File: src/rtl/qpm_pkg.sv
// ----------------------------------------------------------------------------
// qpm_pkg
// Shared types, register codes and mask helpers for the QR module placement
// and masking block.
// ----------------------------------------------------------------------------
package qpm_pkg;

  localparam int MaxVersionDef = 40;
  localparam int MaxAlignDef   = 7;
  localparam int VERSION_W     = 6;
  localparam int MASK_W        = 4;
  localparam int COORD_W       = 8;
  localparam int CW_W          = 12;
  localparam int ALIGN_W       = 56;
  localparam int ACNT_W        = 3;
  localparam int CFG_IDX_W     = 3;
  localparam int IN_TDATA_W    = 8;
  localparam int OUT_TDATA_W   = 24;

  typedef enum logic [CFG_IDX_W-1:0] {
    CFG_VERSION      = 3'd0,
    CFG_MASK_PATTERN = 3'd1,
    CFG_DATA_CW      = 3'd2,
    CFG_TOTAL_CW     = 3'd3,
    CFG_BLANK_DATA   = 3'd4,
    CFG_ALIGN_COORDS = 3'd5,
    CFG_ALIGN_COUNT  = 3'd6
  } cfg_idx_t;

  typedef enum logic [1:0] {
    ZONE_DATA = 2'd0,
    ZONE_ECC  = 2'd1,
    ZONE_REM  = 2'd2
  } zone_t;

  localparam logic [MASK_W-1:0] MASK_P0 = 4'd0;
  localparam logic [MASK_W-1:0] MASK_P1 = 4'd1;
  localparam logic [MASK_W-1:0] MASK_P2 = 4'd2;
  localparam logic [MASK_W-1:0] MASK_P3 = 4'd3;
  localparam logic [MASK_W-1:0] MASK_P4 = 4'd4;
  localparam logic [MASK_W-1:0] MASK_P5 = 4'd5;
  localparam logic [MASK_W-1:0] MASK_P6 = 4'd6;
  localparam logic [MASK_W-1:0] MASK_P7 = 4'd7;

  typedef struct packed {
    logic [VERSION_W-1:0] version;
    logic [MASK_W-1:0]    mask_pattern;
    logic [CW_W-1:0]      data_codewords;
    logic [CW_W-1:0]      total_codewords;
    logic                 blank_data;
    logic [ALIGN_W-1:0]   alignment_coords;
    logic [ACNT_W-1:0]    alignment_count;
  } cfg_t;

  typedef struct packed {
    logic [7:0] bits;
    zone_t      zone;
  } item_t;

  typedef struct packed {
    logic               is_func;
    logic [COORD_W-1:0] side;
  } fmap_t;

  // 8-bit value mod 3: base-4 digits sum, folded twice
  function automatic logic [1:0] mod3_8(input logic [7:0] v);
    logic [3:0] s;
    logic [2:0] t;
    logic [2:0] u;
    s = 4'(v[1:0]) + 4'(v[3:2]) + 4'(v[5:4]) + 4'(v[7:6]);
    t = 3'(s[1:0]) + 3'(s[3:2]);
    u = (t >= 3'd3) ? (t - 3'd3) : t;
    mod3_8 = (u == 3'd3) ? 2'd0 : u[1:0];
  endfunction

  function automatic logic mask_bit(input logic [MASK_W-1:0] m,
                                    input logic [7:0] x,
                                    input logic [7:0] y);
    logic [1:0]  mx;
    logic [1:0]  my;
    logic [2:0]  sm;
    logic [1:0]  sxy;
    logic        p2;
    logic [1:0]  p3;
    logic [15:0] prod;
    logic        par;
    mx   = mod3_8(x);
    my   = mod3_8(y);
    sm   = 3'(mx) + 3'(my);
    sxy  = (sm >= 3'd3) ? 2'(sm - 3'd3) : sm[1:0];
    p2   = x[0] & y[0];
    p3   = (mx == 2'd0 || my == 2'd0) ? 2'd0 : ((mx == my) ? 2'd1 : 2'd2);
    prod = 16'(x) * 16'd171;  // bit 9 is parity of x/3
    par  = x[0] ^ y[0];
    unique case (m)
      MASK_P0: mask_bit = !par;
      MASK_P1: mask_bit = !y[0];
      MASK_P2: mask_bit = (mx == 2'd0);
      MASK_P3: mask_bit = (sxy == 2'd0);
      MASK_P4: mask_bit = !(y[1] ^ prod[9]);
      MASK_P5: mask_bit = !p2 && (p3 == 2'd0);
      MASK_P6: mask_bit = !(p2 ^ p3[0]);
      MASK_P7: mask_bit = !(p3[0] ^ par);
      default: mask_bit = 1'b0;
    endcase
  endfunction

endpackage

File: src/rtl/qr_module_placement_mask.sv
// ----------------------------------------------------------------------------
// qr_module_placement_mask
// QR data module placement and masking.
//
// Input stream: one codeword byte per transaction on in_tdata[7:0]. Each byte
// yields up to eight module transactions on the out_ stream, one per bit,
// MSB first, with column, row, masked dark value and zone in out_tdata,
// last_of_run on out_tlast and matrix_done on out_tuser. Once the final data
// module has gone out, further bytes are taken and dropped.
// Configuration: cfg_we writes register cfg_index with cfg_wdata; write only
// while the block is idle.
// Throughput: the walker tests one candidate module per cycle unless a stalled
// receiver holds it. For each byte it picks the byte up from the queue, steps
// to its first data module and then places one module at a time, skipping
// function modules that lie in the way.
// A two-entry queue lets the input keep going while the walker works or the
// output is stalled; a stalled receiver holds the walker, and the input
// stalls once the queue is full.
// Reset (rst_n low, synchronous) restores register defaults, empties the
// queue and rewinds the walk to the lower right corner.
// ----------------------------------------------------------------------------
module qr_module_placement_mask
  import qpm_pkg::*;
#(
  parameter int MAX_VERSION      = MaxVersionDef,
  parameter int MAX_ALIGN_COORDS = MaxAlignDef
) (
  input  logic                   clk,
  input  logic                   rst_n,
  input  logic                   cfg_we,
  input  logic [CFG_IDX_W-1:0]   cfg_index,
  input  logic [ALIGN_W-1:0]     cfg_wdata,
  input  logic                   in_tvalid,
  output logic                   in_tready,
  input  logic [IN_TDATA_W-1:0]  in_tdata,   // [7:0] codeword
  output logic                   out_tvalid,
  input  logic                   out_tready,
  output logic [OUT_TDATA_W-1:0] out_tdata,  // [7:0] column, [15:8] row, [16] dark,
                                             // [18:17] zone, zeros above
  output logic                   out_tlast,  // last_of_run
  output logic                   out_tuser   // matrix_done
);

  cfg_t  cfg_r;
  logic  q_wr;
  item_t q_wdata;
  logic  q_full;
  logic  q_rd;
  item_t q_rdata;
  logic  q_empty;

  always_ff @(posedge clk) begin
    if (!rst_n) begin
      cfg_r.version          <= VERSION_W'(1);
      cfg_r.mask_pattern     <= '0;
      cfg_r.data_codewords   <= '0;
      cfg_r.total_codewords  <= '0;
      cfg_r.blank_data       <= 1'b0;
      cfg_r.alignment_coords <= '0;
      cfg_r.alignment_count  <= '0;
    end else if (cfg_we) begin
      unique case (cfg_idx_t'(cfg_index))
        CFG_VERSION:      cfg_r.version          <= cfg_wdata[VERSION_W-1:0];
        CFG_MASK_PATTERN: cfg_r.mask_pattern     <= cfg_wdata[MASK_W-1:0];
        CFG_DATA_CW:      cfg_r.data_codewords   <= cfg_wdata[CW_W-1:0];
        CFG_TOTAL_CW:     cfg_r.total_codewords  <= cfg_wdata[CW_W-1:0];
        CFG_BLANK_DATA:   cfg_r.blank_data       <= cfg_wdata[0];
        CFG_ALIGN_COORDS: cfg_r.alignment_coords <= cfg_wdata;
        CFG_ALIGN_COUNT:  cfg_r.alignment_count  <= cfg_wdata[ACNT_W-1:0];
        default: ;
      endcase
    end
  end

  qpm_front u_front (
    .clk       (clk),
    .rst_n     (rst_n),
    .cfg       (cfg_r),
    .in_tvalid (in_tvalid),
    .in_tready (in_tready),
    .in_tdata  (in_tdata),
    .q_wr      (q_wr),
    .q_wdata   (q_wdata),
    .q_full    (q_full)
  );

  qpm_queue u_queue (
    .clk   (clk),
    .rst_n (rst_n),
    .wr    (q_wr),
    .wdata (q_wdata),
    .full  (q_full),
    .rd    (q_rd),
    .rdata (q_rdata),
    .empty (q_empty)
  );

  qpm_walker #(
    .MAX_VERSION      (MAX_VERSION),
    .MAX_ALIGN_COORDS (MAX_ALIGN_COORDS)
  ) u_walker (
    .clk        (clk),
    .rst_n      (rst_n),
    .cfg        (cfg_r),
    .q_rd       (q_rd),
    .q_rdata    (q_rdata),
    .q_empty    (q_empty),
    .out_tvalid (out_tvalid),
    .out_tready (out_tready),
    .out_tdata  (out_tdata),
    .out_tlast  (out_tlast),
    .out_tuser  (out_tuser)
  );

endmodule

File: src/rtl/qpm_front.sv
// ----------------------------------------------------------------------------
// qpm_front
// Accepts codeword bytes, assigns the zone and the unmasked bits from the
// running codeword index, and pushes them into the work queue.
// ----------------------------------------------------------------------------
module qpm_front
  import qpm_pkg::*;
(
  input  logic                  clk,
  input  logic                  rst_n,
  input  cfg_t                  cfg,
  input  logic                  in_tvalid,
  output logic                  in_tready,
  input  logic [IN_TDATA_W-1:0] in_tdata,   // [7:0] codeword
  output logic                  q_wr,
  output item_t                 q_wdata,
  input  logic                  q_full
);

  logic [CW_W-1:0] cw_count_r;
  logic [CW_W-1:0] cw_count_nxt;

  assign in_tready = !q_full;
  assign q_wr      = in_tvalid && !q_full;

  always_comb begin
    if (cw_count_r < cfg.data_codewords) begin
      q_wdata.zone = ZONE_DATA;
    end else if (cw_count_r < cfg.total_codewords) begin
      q_wdata.zone = ZONE_ECC;
    end else begin
      q_wdata.zone = ZONE_REM;
    end
    if (cw_count_r < cfg.total_codewords && !cfg.blank_data) begin
      q_wdata.bits = in_tdata[7:0];
    end else begin
      q_wdata.bits = 8'd0;
    end
    cw_count_nxt = (&cw_count_r) ? cw_count_r : cw_count_r + 1'b1;
  end

  always_ff @(posedge clk) begin
    if (!rst_n) begin
      cw_count_r <= '0;
    end else if (q_wr) begin
      cw_count_r <= cw_count_nxt;
    end
  end

endmodule

File: src/rtl/qpm_queue.sv
// ----------------------------------------------------------------------------
// qpm_queue
// Two-entry queue between the classifier and the placement walker.
// ----------------------------------------------------------------------------
module qpm_queue
  import qpm_pkg::*;
(
  input  logic  clk,
  input  logic  rst_n,
  input  logic  wr,
  input  item_t wdata,
  output logic  full,
  input  logic  rd,
  output item_t rdata,
  output logic  empty
);

  item_t      mem_r [2];
  logic       wr_ptr_r;
  logic       rd_ptr_r;
  logic [1:0] cnt_r;

  assign full  = (cnt_r == 2'd2);
  assign empty = (cnt_r == 2'd0);
  assign rdata = mem_r[rd_ptr_r];

  always_ff @(posedge clk) begin
    if (wr) begin
      mem_r[wr_ptr_r] <= wdata;
    end
  end

  always_ff @(posedge clk) begin
    if (!rst_n) begin
      wr_ptr_r <= 1'b0;
      rd_ptr_r <= 1'b0;
      cnt_r    <= 2'd0;
    end else begin
      if (wr) begin
        wr_ptr_r <= !wr_ptr_r;
      end
      if (rd) begin
        rd_ptr_r <= !rd_ptr_r;
      end
      if (wr && !rd) begin
        cnt_r <= cnt_r + 2'd1;
      end else if (rd && !wr) begin
        cnt_r <= cnt_r - 2'd1;
      end
    end
  end

endmodule

File: src/rtl/qpm_func_map.sv
// ----------------------------------------------------------------------------
// qpm_func_map
// Classifies the cursor module as function or data area: bounds, finders
// with format areas, timing lines, alignment patterns and version areas.
// ----------------------------------------------------------------------------
module qpm_func_map
  import qpm_pkg::*;
#(
  parameter int MAX_VERSION      = MaxVersionDef,
  parameter int MAX_ALIGN_COORDS = MaxAlignDef
) (
  input  cfg_t               cfg,
  input  logic [COORD_W-1:0] pair_col,
  input  logic               left_half,
  input  logic [COORD_W-1:0] row,
  output fmap_t              fm
);

  logic [VERSION_W-1:0]  ver;
  logic [COORD_W-1:0]    col;
  logic                  col_ok;
  logic [COORD_W:0]      n9;
  logic [COORD_W:0]      c9;
  logic [COORD_W:0]      r9;
  logic [ACNT_W-1:0]     cnt;
  logic [ACNT_W-1:0]     cnt_m1;
  logic [MAX_ALIGN_COORDS-1:0] chit;
  logic [MAX_ALIGN_COORDS-1:0] rhit;
  logic                  align;
  logic                  out_rng;
  logic                  finder;
  logic                  timing;
  logic                  ver_area;
  logic [COORD_W:0]      ac9;

  always_comb begin
    ver = cfg.version;
    if (ver == '0) begin
      ver = VERSION_W'(1);
    end else if (ver > VERSION_W'(MAX_VERSION)) begin
      ver = VERSION_W'(MAX_VERSION);
    end
    fm.side = COORD_W'(8'd17 + {ver, 2'b00});
    n9      = {1'b0, fm.side};
    col     = pair_col - {{(COORD_W-1){1'b0}}, left_half};
    col_ok  = !(pair_col == '0 && left_half);
    c9      = {1'b0, col};
    r9      = {1'b0, row};

    cnt = (cfg.alignment_count > ACNT_W'(MAX_ALIGN_COORDS)) ?
          ACNT_W'(MAX_ALIGN_COORDS) : cfg.alignment_count;
    cnt_m1 = cnt - 1'b1;
    for (int i = 0; i < MAX_ALIGN_COORDS; i++) begin
      ac9     = {1'b0, cfg.alignment_coords[8*i +: 8]};
      chit[i] = (ACNT_W'(i) < cnt) && (c9 + 9'd3 > ac9) && (c9 < ac9 + 9'd3);
      rhit[i] = (ACNT_W'(i) < cnt) && (r9 + 9'd3 > ac9) && (r9 < ac9 + 9'd3);
    end
    align = 1'b0;
    for (int i = 0; i < MAX_ALIGN_COORDS; i++) begin
      for (int j = 0; j < MAX_ALIGN_COORDS; j++) begin
        if (chit[i] && rhit[j] &&
            !((i == 0 && j == 0) ||
              (i == 0 && ACNT_W'(j) == cnt_m1) ||
              (ACNT_W'(i) == cnt_m1 && j == 0))) begin
          align = 1'b1;
        end
      end
    end

    out_rng  = !col_ok || (c9 >= n9) || (r9 >= n9);
    finder   = (c9 < 9'd9 && (r9 < 9'd9 || r9 + 9'd9 > n9)) ||
               (c9 + 9'd9 > n9 && r9 < 9'd9);
    timing   = (col == 8'd6) || (row == 8'd6);
    ver_area = (ver >= VERSION_W'(7)) &&
               ((c9 < 9'd6 && r9 + 9'd12 > n9) || (r9 < 9'd6 && c9 + 9'd12 > n9));
    fm.is_func = out_rng || finder || align || timing || ver_area;
  end

endmodule

File: src/rtl/qpm_walker.sv
// ----------------------------------------------------------------------------
// qpm_walker
// Zigzag cursor: steps one candidate module per cycle unless the output stalls,
// places queued codewords MSB first, masks the bits and drives the result register.
// ----------------------------------------------------------------------------
module qpm_walker
  import qpm_pkg::*;
#(
  parameter int MAX_VERSION      = MaxVersionDef,
  parameter int MAX_ALIGN_COORDS = MaxAlignDef
) (
  input  logic                   clk,
  input  logic                   rst_n,
  input  cfg_t                   cfg,
  output logic                   q_rd,
  input  item_t                  q_rdata,
  input  logic                   q_empty,
  output logic                   out_tvalid,
  input  logic                   out_tready,
  output logic [OUT_TDATA_W-1:0] out_tdata,  // [7:0] column, [15:8] row, [16] dark,
                                             // [18:17] zone, zeros above
  output logic                   out_tlast,  // last_of_run
  output logic                   out_tuser   // matrix_done
);

  typedef enum logic [1:0] {ST_IDLE, ST_SEEK, ST_NEXT} state_t;

  state_t             state_r;
  logic [COORD_W-1:0] pair_r;
  logic [COORD_W-1:0] row_r;
  logic               up_r;
  logic               left_r;
  logic               started_r;
  logic               finished_r;
  logic [2:0]         bit_r;
  logic [7:0]         bits_r;
  zone_t              zone_r;
  logic [COORD_W-1:0] pend_col_r;
  logic [COORD_W-1:0] pend_row_r;
  logic               pend_dark_r;
  logic               out_valid_r;
  logic [COORD_W-1:0] out_col_r;
  logic [COORD_W-1:0] out_row_r;
  logic               out_dark_r;
  zone_t              out_zone_r;
  logic               out_last_r;
  logic               out_done_r;

  fmap_t              fm;
  logic [COORD_W-1:0] cur_col;
  logic               cur_mask;
  logic [2:0]         nxt_bit;
  logic               out_free;
  logic               last_mod;
  logic               emit;
  logic [COORD_W-1:0] adv_pair_nxt;
  logic [COORD_W-1:0] adv_row_nxt;
  logic               adv_up_nxt;
  logic               adv_left_nxt;
  logic               adv_fin_nxt;
  logic               adv_turn;

  qpm_func_map #(
    .MAX_VERSION      (MAX_VERSION),
    .MAX_ALIGN_COORDS (MAX_ALIGN_COORDS)
  ) u_func_map (
    .cfg       (cfg),
    .pair_col  (pair_r),
    .left_half (left_r),
    .row       (row_r),
    .fm        (fm)
  );

  assign cur_col  = pair_r - {{(COORD_W-1){1'b0}}, left_r};
  assign cur_mask = mask_bit(cfg.mask_pattern, cur_col, row_r);
  assign nxt_bit  = bit_r - 3'd1;
  assign out_free = !out_valid_r || out_tready;
  assign last_mod = (bit_r == 3'd0) || finished_r;
  assign q_rd     = (state_r == ST_IDLE) && !q_empty;
  assign emit     = (state_r == ST_NEXT) && (finished_r || !fm.is_func) && out_free;

  assign out_tvalid = out_valid_r;
  assign out_tdata  = {5'd0, out_zone_r, out_dark_r, out_row_r, out_col_r};
  assign out_tlast  = out_last_r;
  assign out_tuser  = out_done_r;

  // one cursor step: right half -> left half -> next row, turn at the edge
  always_comb begin
    adv_pair_nxt = pair_r;
    adv_row_nxt  = row_r;
    adv_up_nxt   = up_r;
    adv_left_nxt = left_r;
    adv_fin_nxt  = finished_r;
    adv_turn     = 1'b0;
    if (!left_r) begin
      adv_left_nxt = 1'b1;
    end else begin
      adv_left_nxt = 1'b0;
      if (up_r) begin
        if (row_r == '0) begin
          adv_turn = 1'b1;
        end else begin
          adv_row_nxt = row_r - 1'b1;
        end
      end else begin
        if (row_r >= fm.side - 1'b1) begin
          adv_turn = 1'b1;
        end else begin
          adv_row_nxt = row_r + 1'b1;
        end
      end
      if (adv_turn) begin
        if (pair_r < COORD_W'(3)) begin
          adv_fin_nxt = 1'b1;
        end else begin
          adv_pair_nxt = (pair_r == COORD_W'(8)) ? COORD_W'(5) : pair_r - COORD_W'(2);
          adv_up_nxt   = !up_r;
        end
      end
    end
  end

  always_ff @(posedge clk) begin
    if (!rst_n) begin
      state_r     <= ST_IDLE;
      pair_r      <= '0;
      row_r       <= '0;
      up_r        <= 1'b1;
      left_r      <= 1'b0;
      started_r   <= 1'b0;
      finished_r  <= 1'b0;
      out_valid_r <= 1'b0;
    end else begin
      if (emit) begin
        out_valid_r <= 1'b1;
      end else if (out_tready) begin
        out_valid_r <= 1'b0;
      end
      unique case (state_r)
        ST_IDLE: begin
          if (q_rd) begin
            bits_r <= q_rdata.bits;
            zone_r <= q_rdata.zone;
            bit_r  <= 3'd7;
            if (!started_r) begin
              pair_r    <= fm.side - 1'b1;
              row_r     <= fm.side - 1'b1;
              up_r      <= 1'b1;
              left_r    <= 1'b0;
              started_r <= 1'b1;
            end
            if (!finished_r) begin
              state_r <= ST_SEEK;
            end
          end
        end
        ST_SEEK: begin
          if (finished_r) begin
            state_r <= ST_IDLE;
          end else begin
            if (!fm.is_func) begin
              pend_col_r  <= cur_col;
              pend_row_r  <= row_r;
              pend_dark_r <= bits_r[bit_r] ^ cur_mask;
              state_r     <= ST_NEXT;
            end
            pair_r     <= adv_pair_nxt;
            row_r      <= adv_row_nxt;
            up_r       <= adv_up_nxt;
            left_r     <= adv_left_nxt;
            finished_r <= adv_fin_nxt;
          end
        end
        ST_NEXT: begin
          if (!finished_r && fm.is_func) begin
            pair_r     <= adv_pair_nxt;
            row_r      <= adv_row_nxt;
            up_r       <= adv_up_nxt;
            left_r     <= adv_left_nxt;
            finished_r <= adv_fin_nxt;
          end else if (out_free) begin
            out_col_r   <= pend_col_r;
            out_row_r   <= pend_row_r;
            out_dark_r  <= pend_dark_r;
            out_zone_r  <= zone_r;
            out_last_r  <= last_mod;
            out_done_r  <= finished_r;
            if (last_mod) begin
              state_r <= ST_IDLE;
            end else begin
              // cursor already rests on a data module: take it right away
              bit_r       <= nxt_bit;
              pend_col_r  <= cur_col;
              pend_row_r  <= row_r;
              pend_dark_r <= bits_r[nxt_bit] ^ cur_mask;
              pair_r      <= adv_pair_nxt;
              row_r       <= adv_row_nxt;
              up_r        <= adv_up_nxt;
              left_r      <= adv_left_nxt;
              finished_r  <= adv_fin_nxt;
            end
          end
        end
        default: state_r <= ST_IDLE;
      endcase
    end
  end

  a_done_is_last: assert property (@(posedge clk) disable iff (!rst_n)
    out_valid_r && out_done_r |-> out_last_r)
    else $error("matrix_done without last_of_run");

  a_finish_sticks: assert property (@(posedge clk) disable iff (!rst_n)
    finished_r |=> finished_r)
    else $error("walk_finished cleared");

  a_next_started: assert property (@(posedge clk) disable iff (!rst_n)
    state_r == ST_NEXT || finished_r |-> started_r)
    else $error("walk active before start");

  a_seek_exit: assert property (@(posedge clk) disable iff (!rst_n)
    state_r == ST_SEEK && finished_r |=> state_r == ST_IDLE)
    else $error("seek did not stop at end of walk");

endmodule
File: config.mk
export PLATFORM = sky130hd
export DESIGN_NAME = qr_module_placement_mask
export DESIGN_NICKNAME = d
export VERILOG_FILES = /design/src/rtl/qpm_pkg.sv /design/src/rtl/qr_module_placement_mask.sv /design/src/rtl/qpm_front.sv /design/src/rtl/qpm_queue.sv /design/src/rtl/qpm_func_map.sv /design/src/rtl/qpm_walker.sv
export SDC_FILE = /design/constraint.sdc
export NUM_CORES = 1
export LEC_CHECK = 0
export ABC_CLOCK_PERIOD_IN_PS = 8700
export BUFFER_PORTS_ARGS = -buffer_cell sky130_fd_sc_hd__buf_2
export CAP_MARGIN = 20
export CORE_ASPECT_RATIO = 1.1
export CORE_MARGIN = 2
export CORE_UTILIZATION = 63
export DETAILED_ROUTE_END_ITERATION = 8
export GPL_ROUTABILITY_DRIVEN = 0
export PLACE_DENSITY = 0.79
export SETUP_SLACK_MARGIN = 0.1
export SLEW_MARGIN = 10
export SYNTH_ARGS = -nofsm -noshare
export SYNTH_HDL_FRONTEND = slang
export SYNTH_SLANG_ARGS = --single-unit
export TNS_END_PERCENT = 20
File: constraint.sdc
create_clock -name clk -period 8.7 [get_ports clk]
set_input_delay 1.305 -clock clk [delete_from_list [all_inputs] [get_ports clk]]
set_output_delay 1.305 -clock clk [all_outputs]
set_load 0.01 [all_outputs]
# == Word level (Yosys, flattened, before mapping) ==
# Memory sizes are Yosys's and may differ from the RTL's. A register that Yosys moved wholly into a read port is not among the register bits.
# Index checks and enable logic that the tools add are counted.
# word_totals
register_bits,174
latchBits,0
ram_bits,20
romBits,0
output_inout_bits,28
word_cells,500
memories,1
# classes
add_sub_neg,36
multipliers,1
n_div,0
magnitude_cmp,57
eq_ne,40
n_shift,0
mux,153
n_bitwise,9
reduce_logical,174
# memory_table
name,words,word_bits,rd,rd_ports_with_merged_regs,wr,line,text
u_queue.mem_r,2,10,1,1,1,qpm_queue.sv:18,item_t mem_r [2];
# op_table
op,n
8-bit 2-to-1 mux,29
9-bit by 8-bit > comparator with 1-bit output,18
8-bit by 9-bit less-than comparator with 1-bit output,14
1-bit logical AND,103
1-bit 2-to-1 mux,86
8-bit by 2-bit adder with 9-bit output (second input constant),9
8-bit case mux with 3 select lines,2
8-bit by 4-bit adder with 9-bit output (second input constant),4
2-bit 2-to-1 mux,16
8-bit case mux with 2 select lines,2
8-bit >= comparator,3
12-bit less-than comparator,2
1-bit logical NOT,23
3-bit 2-to-1 mux,7
2-bit AND reduction,9
6-bit AND reduction,3
4-bit by 2-bit adder with 4-bit output,4
4-bit by 3-bit == test with 1-bit output (second input constant),4
8-bit by 3-bit == test with 1-bit output (second input constant),2
8-bit logical NOT,2
8-bit by 3-bit less-than comparator with 1-bit output (second input constant),2
8-bit by 4-bit less-than comparator with 1-bit output (second input constant),2
8-bit by 1-bit subtractor with 8-bit output (second input constant),2
2-bit by 2-bit adder with 3-bit output,5
other kinds (57),117

# == Longest topological paths before layout ==
# Gate-level depths: netlist of run 1.
# depth
word_depth,63
depth_mapped,30
mapped_depth_nobuf,30

# == Cells and area by module ==
# Synthesis of run 1 repeated with hierarchy kept, for this count alone.
# hier_totals
hier_cells,2087
hier_area_um2,19015.7
# by_module_without_submodules
module,n_inst,cells_per_inst,area_per_inst_um2,seq_area_each_um2
qpm_func_map,1,1001,7906.3,0.0
qpm_walker,1,501,5270.1,1991.9
qr_module_placement_mask,1,374,3627.2,1881.8
qpm_front,1,158,1275.0,240.2
qpm_queue,1,53,937.1,700.7

# == Worst setup path after synthesis of run 1 ==
# Ideal clock, no wire load.
# synth_timing
path_type,reg-to-reg
startpoint,register u_walker.pair_r[0]
endpoint,"register u_walker.pend_dark_r, data pin"
setup_ps,264
t_arrival_ps,7199
slack_ps,1237
path_stages_with_launch,30
path_buffers,0
period_less_slack_ps,7463
path_cell_list,dfxtp_1 -> inv_1 -> ha_1 -> ha_1 -> xor2_1 -> ha_1 -> fa_1 -> inv_1 -> fa_1 -> inv_1 -> ha_1 -> fa_1 -> ha_1 -> fa_1 -> ha_1 -> ha_1 -> or4b_2 -> o21ai_0 -> ha_1 -> inv_1 -> fa_1 -> inv_1 -> ha_1 -> nand3b_1 -> nand3b_1 -> o21ai_0 -> mux4_2 -> nor2_1 -> nor3_1 -> xor2_1
# synth_between
elab_chain_cells,20
# synth_lines
item,line,text
from (decl),qpm_walker.sv:29,logic [COORD_W-1:0] pair_r;
from (signal assigned),qpm_walker.sv:146,pair_r <= fm.side - 1'b1;
from (signal assigned),qpm_walker.sv:167,pair_r <= adv_pair_nxt;
from (signal assigned),qpm_walker.sv:176,pair_r <= adv_pair_nxt;
8-bit by 1-bit subtractor with 8-bit output *,qpm_walker.sv:74,"assign cur_col = pair_r - {{(COORD_W-1){1'b0}}, left_r};"
net u_walker.cur_col[2],qpm_walker.sv:50,logic [COORD_W-1:0] cur_col;
branches (longest 13 deep; another with 4-bit by 2-bit adder with 4-bit output),-,
1-bit case mux with 8 select lines *,qpm_pkg.sv:95,unique case (m)
1-bit bitwise XOR,qpm_walker.sv:195,pend_dark_r <= bits_r[nxt_bit] ^ cur_mask;
1-bit 2-to-1 mux,qpm_walker.sv:188,if (last_mod) begin
1-bit 2-to-1 mux,qpm_walker.sv:181,end else if (out_free) begin
1-bit 2-to-1 mux,qpm_walker.sv:175,if (!finished_r && fm.is_func) begin
1-bit case mux with 2 select lines *,qpm_walker.sv:139,unique case (state_r)
to (signal assigned),qpm_walker.sv:164,pend_dark_r <= bits_r[bit_r] ^ cur_mask;
to (signal assigned),qpm_walker.sv:195,
to (decl),qpm_walker.sv:40,logic pend_dark_r;
# Mark *: on every way through the listed nets, which the timed path passes. The select of a mux whose other input is x is not followed.
# A chain may end at the register's enable or synchronous reset.

# == Worst setup path in the final report of run 1 ==
# layout_timing
startpoint,register u_walker.pair_r[2]
endpoint,"register u_walker.pend_dark_r, data pin"
# Same word-level chain as after synthesis.

==> Flow_metrics.wiki, run 1 <==
{| class="wikitable"
! Metric !! Value
|-
| Number of warnings printed during yosys synthesis || 0
|-
| CP endpoint kind || flop
|-
| Clk slew on worst S/H paths || 0.07 ns
|-
| Share of cells above drive strength 1 || 0.0927
|-
| CTS tree || built
|-
| Most instantiated flip-flop cell in the synthesis netlist || sky130_fd_sc_hd__dfxtp_1
|-
| Root buffer cell || sky130_fd_sc_hd__clkbuf_16
|-
| Number of design rule violations left after detail routing || 0
|-
| R2R depth || 31
|-
| Required time of the worst setup path || 8.99 ns
|-
| Avg Synthesized Cell Area || 8.83 um2
|-
| Max-slew headroom || 0.186
|-
| Overall overflow remaining after global route || 0
|-
| Largest net degree at the start of global routing || 94
|-
| Router iterations before antenna repair || 7
|-
| Largest driver fanout on the critical path || 14
|-
| Slew at the pin closest to its max-slew limit || 1.22 ns
|-
| Die width || 164 um
|-
| Clock tree sinks || 204
|-
| Slowest Stage Delay on Critical Path || 0.62 ns
|-
| Total Die Area || 29500 um2
|-
| Number of failing hold endpoints at the final stage || 0
|-
| Kind of critical path || flop to flop
|-
| Num ports || 100
|-
| Post-Synthesis Cells || 2008
|-
| Worst-path cell with the longest stage delay || sky130_fd_sc_hd__or4b_2
|-
| Final slew viol count || 0
|-
| Number of register bits inferred by synthesis || 204
|-
| Largest cells by area after synthesis || sky130_fd_sc_hd__ha_1 26%, sky130_fd_sc_hd__dfxtp_1 15%, sky130_fd_sc_hd__edfxtp_1 12%, sky130_fd_sc_hd__nand2_1 5.0%, sky130_fd_sc_hd__a21oi_1 4.9%
|-
| Number of antenna violations at the first check in global routing || 1
|-
| DPL Wire Length || 35400 um
|-
| H-Tree Level Count || 1
|-
| Clock insertion delay at the later pin of the skew report || 0.54 ns
|-
| Vias in the first global route || 15200
|-
| Critical path arrival || 8.13 ns
|-
| Netlist area before placement || 17700 um2
|-
| Number of nets in the layout || 2563
|-
| CTS buffer count || 23
|-
| Type of the most critical hold path || flop to flop
|-
| Final critical-path share of the clock period || 0.901
|-
| Max Cap Violations || 0
|-
| Final ANT Viol Nets || 0
|-
| Share of flip-flops with an asynchronous set or reset || 0
|-
| Die height || 180 um
|-
| Area share of the leading cell type in the synthesized netlist || 0.256
|-
| Final clock skew || 0.0215 ns
|-
| Unique cell type count in the Yosys netlist || 77
|-
| Number of resized instances in the post-cts repair step || 0
|-
| Detailed Route Iter0 Violations || 1174
|-
| Number of cell rows || 64
|-
| Most frequent cell on the critical path || sky130_fd_sc_hd__ha_1
|-
| Global-route wire length before repair || 76900 um
|-
| Max Clk Rate || 128 MHz
|-
| Count of flip-flops with a built-in enable after synthesis || 71
|-
| Setup repair bufs after CTS || 0
|-
| Sequential cell area fraction in the yosys report || 0.270
|-
| Overall routing resource usage || 0.328
|-
| Post-layout min period || 7.84 ns
|-
| WHS Path Cells || 0
|-
| Type of origin of the critical path || flop
|-
| Area added between synthesis and finish || 9.61%
|-
| Via total after detailed routing || 15400
|-
| Number of I/O port buffers || 94
|-
| Filler cell count || 2134
|-
| Final setup TNS || 0 ns
|-
| Area of the core || 27800 um2
|-
| # diodes || 0
|-
| Status || complete, no violations
|-
| Drt wl/cell || 19.4 um
|-
| Library cell occupying the most area in the post-synthesis netlist || sky130_fd_sc_hd__ha_1
|-
| Clock tree buffer depth || 3
|-
| Setup-failing EPs final || 0
|-
| Final wirelength || 48400 um
|-
| Initial Util || 0.638
|-
| Setup repair after global routing missed its margin || no
|-
| Routed vias/inst || 6.20
|-
| CTS Hold Bufs || 0
|}
-- metal layers --
metal	vias to the layer above	share of wire	GRT usage
met5	-	0.00029	0
met2	650	0.46	0.545
li1	7380	-	-
met3	214	0.081	0.0540
met1	7166	0.39	0.398
met4	2	0.066	0.189
-- logic make-up after synthesis --
| family | count (synthesis) | synth area share |
|---|---|---|
| buffers and inverters | 214 | 0.0476 |
| DFF | 204 | 0.270 |
| muxes | 39 | 0.0263 |
| AOI/OAI and AO/OA | 456 | 0.161 |
| adders and majority gates | 384 | 0.280 |
| and+or+nand+nor | 595 | 0.158 |
| other | 1 | 0.000212 |
| xor gates and xnor gates | 115 | 0.0572 |
-- cell usage in the layout (no fill, tap or decap), drive strengths merged, types with 33 or more instances in the layout --
cell type | synthesis | routed
xor2 | 40 | 40
o21ai | 85 | 85
clkbuf | 37 | 34
nand2 | 234 | 234
ha | 363 | 363
edfxtp | 71 | 71
a21oi | 176 | 176
nand3 | 43 | 43
nor3 | 40 | 40
nor2b | 33 | 33
inv | 159 | 160
xnor2 | 75 | 75
buf | 17 | 124
nor2 | 117 | 117
dfxtp | 133 | 133
-- cell usage after synthesis, types with 33 or more instances --
cell type / instances
sky130_fd_sc_hd__clkbuf_1: 37
sky130_fd_sc_hd__xor2_1: 39
sky130_fd_sc_hd__o21ai_0: 84
sky130_fd_sc_hd__nor2b_1: 33
sky130_fd_sc_hd__inv_1: 159
sky130_fd_sc_hd__a21oi_1: 175
sky130_fd_sc_hd__nand2_1: 234
sky130_fd_sc_hd__edfxtp_1: 71
sky130_fd_sc_hd__xnor2_1: 75
sky130_fd_sc_hd__ha_1: 363
sky130_fd_sc_hd__nor2_1: 117
sky130_fd_sc_hd__dfxtp_1: 133
sky130_fd_sc_hd__nor3_1: 40
sky130_fd_sc_hd__nand3_1: 43
-- worst max-delay path, delay by kind of cell, from the launching register on --
family	cells	cell delay (ns)
XOR/XNOR	2	0.55
multiplexers	1	0.48
AO/OA/AOI/OAI	2	0.26
buffers and inverters	7	0.64
adder cells (fa/ha/maj)	12	3.90
AND/OR/NAND/NOR	7	1.26
flip-flops	1	0.47
-- sequential cells by signal, indices dropped and copies added (netlist names), 2 cells and up --
signal	flops
cfg_r	94
u_front.cw_count_r	12
u_queue.cnt_r	2
u_queue.mem_r	20
u_walker.bit_r	3
u_walker.bits_r	8
u_walker.out_col_r	8
u_walker.out_row_r	8
u_walker.out_zone_r	2
u_walker.pair_r	8
u_walker.pend_col_r	8
u_walker.pend_row_r	8
u_walker.row_r	8
u_walker.state_r	2
u_walker.zone_r	2
-- per-stage QoR --
step                instances  hold WS [ns]  worst slack (ns)  utilization  cell area, um2
finish                   2487         0.418             0.865        0.699           19400
global route             2487         0.424             0.538        0.699           19400
CTS                      2487         0.416             0.928        0.699           19400
detailed placement       2445         0.405              1.00        0.672           18700
global placement         2444         0.401              1.16        0.672           18700
floorplan                2012         0.400              1.24            -           17700
-- final timing paths --
kind | from | to | slack, ns
setup reg to reg | u_walker.pair_r[2] | u_walker.pend_dark_r | 0.86
setup / recovery | u_walker.pair_r[2] | u_walker.pend_dark_r | 0.86
hold reg to reg | u_walker.pend_row_r[6] | u_walker.out_row_r[6] | 0.42
hold / removal | u_walker.pend_row_r[6] | u_walker.out_row_r[6] | 0.42
-- final cells by class --
cell class              count  area, um2  area share
flip-flops and latches    204       4790       0.247
multi-input cells        1594      12100       0.624
clock inverters             8       96.3     0.00496
clock buffers              34        657      0.0338
repair buffers            124        696      0.0358
inverters                 160        603      0.0310
well taps                 363        454      0.0234
Power of run 1 is not shown: default switching activity piles up to over one toggle a cycle in this logic, so the estimate is an artifact.
==> run 2: changes to the inputs <==
--- a/config.mk
+++ b/config.mk
@@ -10,13 +10,13 @@
 export CAP_MARGIN = 20
 export CORE_ASPECT_RATIO = 1.1
 export CORE_MARGIN = 2
-export CORE_UTILIZATION = 63
+export CORE_UTILIZATION = 64
 export DETAILED_ROUTE_END_ITERATION = 8
 export GPL_ROUTABILITY_DRIVEN = 0
-export PLACE_DENSITY = 0.79
+export PLACE_DENSITY = 0.8
 export SETUP_SLACK_MARGIN = 0.1
-export SLEW_MARGIN = 10
 export SYNTH_ARGS = -nofsm -noshare
 export SYNTH_HDL_FRONTEND = slang
+export SYNTH_HIERARCHICAL = 1
 export SYNTH_SLANG_ARGS = --single-unit
 export TNS_END_PERCENT = 20
==> run 2 against run 1 <==
- sequential share of layout area is 1.3 points lower
- clock skew is 0.0017 ns lower
- critical path depth is 1 higher
- area after synthesis is 7.3% higher
- highest routed layer is now met4
- via count is 4.8% higher
- count of clock-buffer cells in the layout is 7 lower
==> Flow_metrics.wiki, run 2 <==
{| class="wikitable"
! Metric !! Value
|-
| Avg Synthesized Cell Area || 9.11 um2
|-
| Total Die Area || 31100 um2
|-
| Post-Synthesis Cells || 2087
|-
| Netlist area before placement || 19000 um2
|-
| Number of register bits inferred by synthesis || 205
|-
| Type of origin of the critical path || flop
|-
| Initial Util || 0.647
|-
| Status || complete, no violations
|-
| Clk slew on worst S/H paths || 0.06 ns
|-
| Share of flip-flops with an asynchronous set or reset || 0
|-
| Slew at the pin closest to its max-slew limit || 1.11 ns
|-
| Overall overflow remaining after global route || 0
|-
| Count of non-filler cells in the finished layout || 2566
|-
| Minimum hold slack || 0.419 ns
|-
| Router iterations before antenna repair || 5
|-
| Critical path startpoint || u_walker/pair_r[2]
|-
| Area share of the leading cell type in the synthesized netlist || 0.244
|-
| Max Cap Violations || 0
|-
| CTS Hold Bufs || 0
|-
| Top cells by instance count after synthesis || 371 x sky130_fd_sc_hd__ha_1, 214 x sky130_fd_sc_hd__nand2_1, 185 x sky130_fd_sc_hd__inv_1
|-
| CTS tree || built
|-
| Max-slew headroom || 0.258
|-
| Final standard cell utilization of the core || 0.702
|-
| Final clock skew || 0.0198 ns
|-
| Final design area excluding fillers || 20600 um2
|-
| Share of cells above drive strength 1 || 0.100
|-
| Number of resized instances in the post-cts repair step || 0
|-
| Final slew viol count || 0
|-
| Worst-path cell with the longest stage delay || sky130_fd_sc_hd__fa_1
|-
| Area added between synthesis and finish || 8.46%
|-
| Count of flip-flops with a built-in enable after synthesis || 71
|-
| Filler cell count || 2225
|-
| Number of antenna violations at the first check in global routing || 0
|-
| Number of flip-flops in the largest register || 94
|-
| Most instantiated flip-flop cell in the synthesis netlist || sky130_fd_sc_hd__dfxtp_1
|-
| Internal reg-to-reg setup slack || 1.19 ns
|-
| Ratio of total power to cell area || 419 nW/um2
|-
| Overall routing resource usage || 0.313
|-
| Die width || 168 um
|-
| Post-placement cell count || 2525
|-
| Final wirelength || 49400 um
|-
| Detailed Route Iter0 Violations || 1244
|-
| Library cell occupying the most area in the post-synthesis netlist || sky130_fd_sc_hd__ha_1
|-
| Total area of sequential cells || 4810 um2
|-
| H-Tree Level Count || 1
|-
| Most common cell after layout, fill and taps aside || sky130_fd_sc_hd__ha_1
|-
| Number of warnings printed during yosys synthesis || 6
|-
| Setup repair bufs after CTS || 0
|-
| Largest reg by FF count || cfg_r
|-
| Post-layout min period || 7.51 ns
|-
| Vias in the first global route || 16300
|-
| Via total after detailed routing || 16200
|-
| Critical path arrival || 7.75 ns
|-
| Largest cells by area after synthesis || sky130_fd_sc_hd__ha_1 24%, sky130_fd_sc_hd__dfxtp_1 14%, sky130_fd_sc_hd__edfxtp_1 11%, sky130_fd_sc_hd__mux2i_1 5.3%, sky130_fd_sc_hd__nand2_1 4.2%
|-
| CP endpoint kind || flop
|-
| Setup-failing EPs final || 0
|-
| DP Worst Slack || 1.24 ns
|-
| Largest net degree at the start of global routing || 92
|-
| VDD IR-drop max || 348 uV
|-
| Leading cell types in the layout, fill and taps excluded || 371 x sky130_fd_sc_hd__ha_1, 214 x sky130_fd_sc_hd__nand2_1, 185 x sky130_fd_sc_hd__inv_1
|-
| Clock insertion delay at the later pin of the skew report || 0.52 ns
|-
| Number of design rule violations left after detail routing || 0
|-
| Worst Setup Slack, final || 1.19 ns
|-
| Slowest Stage Delay on Critical Path || 0.55 ns
|-
| Unique cell type count in the Yosys netlist || 97
|-
| Largest driver fanout on the critical path || 14
|-
| Number of I/O port buffers || 94
|-
| Clock tree buffer depth || 3
|-
| Kind of critical path || flop to flop
|-
| Number of failing hold endpoints at the final stage || 0
|-
| CTS buffer count || 22
|-
| Type of the most critical hold path || flop to flop
|-
| Final ANT Viol Nets || 0
|-
| Clock tree sinks || 205
|-
| Max Clk Rate || 133 MHz
|-
| Area of the multi-input gates || 13200 um2
|-
| Buffers & Inverters on Critical Path || 7
|-
| Die height || 185 um
|-
| Reg-to-Reg Start || u_walker/pair_r[2]
|-
| Number of nets in the layout || 2640
|-
| Final critical-path share of the clock period || 0.863
|-
| # diodes || 0
|-
| Setup repair after global routing missed its margin || no
|-
| Power consumption || 8.64 mW
|-
| Global-route wire length before repair || 79000 um
|-
| Most repeated cell in the gate-level netlist after synthesis || sky130_fd_sc_hd__ha_1
|-
| Required time of the worst setup path || 8.95 ns
|-
| Drt wl/cell || 19.2 um
|-
| Kind of cell with the highest combined delay on the critical path || adder cells
|-
| Hold path startpoint || u_walker/pend_row_r[1]
|-
| Final setup TNS || 0 ns
|-
| Routed vias/inst || 6.30
|-
| Area of the core || 29400 um2
|-
| Largest registers in the final layout || cfg_r (94), u_queue/mem_r (20), u_front/cw_count_r (12)
|-
| Root buffer cell || sky130_fd_sc_hd__clkbuf_16
|-
| Leakage power summed over all cells || 8.85 nW
|-
| Num ports || 100
|-
| Placed cell area || 19900 um2
|-
| DPL Wire Length || 36300 um
|-
| Number of cell rows || 66
|-
| Sequential cell area fraction in the yosys report || 0.253
|}
==> run 2: cells by family after synthesis <==
group           synth area share
compound gates             0.142
simple gates               0.164
mux                       0.0638
flops                      0.253
other cells             0.000592
buf+inv                   0.0544
xor+xnor                  0.0550
fa+ha+maj                  0.266
==> run 2: where the power goes <==
group / internal [mW] / leakage, nW / switching [mW]
Combinational: 2.70 / 6.75 / 3.69
Sequential: 1.15 / 1.74 / 0.123
Clock: 0.595 / 0.366 / 0.386
Total: 4.44 / 8.85 / 4.20
==> run 2: path summary, 6_finish.rpt <==
path | end | cells past startpoint
worst min register to register | u_walker/out_row_r[1] | 0
worst max register to register | u_walker/pend_dark_r | 32
worst max-delay path | u_walker/pend_dark_r | 32
worst min-delay path | u_walker/out_row_r[1] | 0
==> run 2: layout make-up <==
cell class,count,area share
clock buffer,27,0.0281
clock inverter,13,0.00892
inverter,188,0.0342
multi-input combinational,1637,0.640
sequential,205,0.233
tap,374,0.0227
timing repair buffer,122,0.0330
==> run 2: layer usage <==
layer  vias up  track usage  routed length (um)
met1      7619        0.362               19400
li1       7679            -                   -
met2       641        0.556               23800
met4         0        0.182                3000
met3       217       0.0419                3080
met5         -            0                   0
Note: power is estimated with default switching activity, not from simulation.
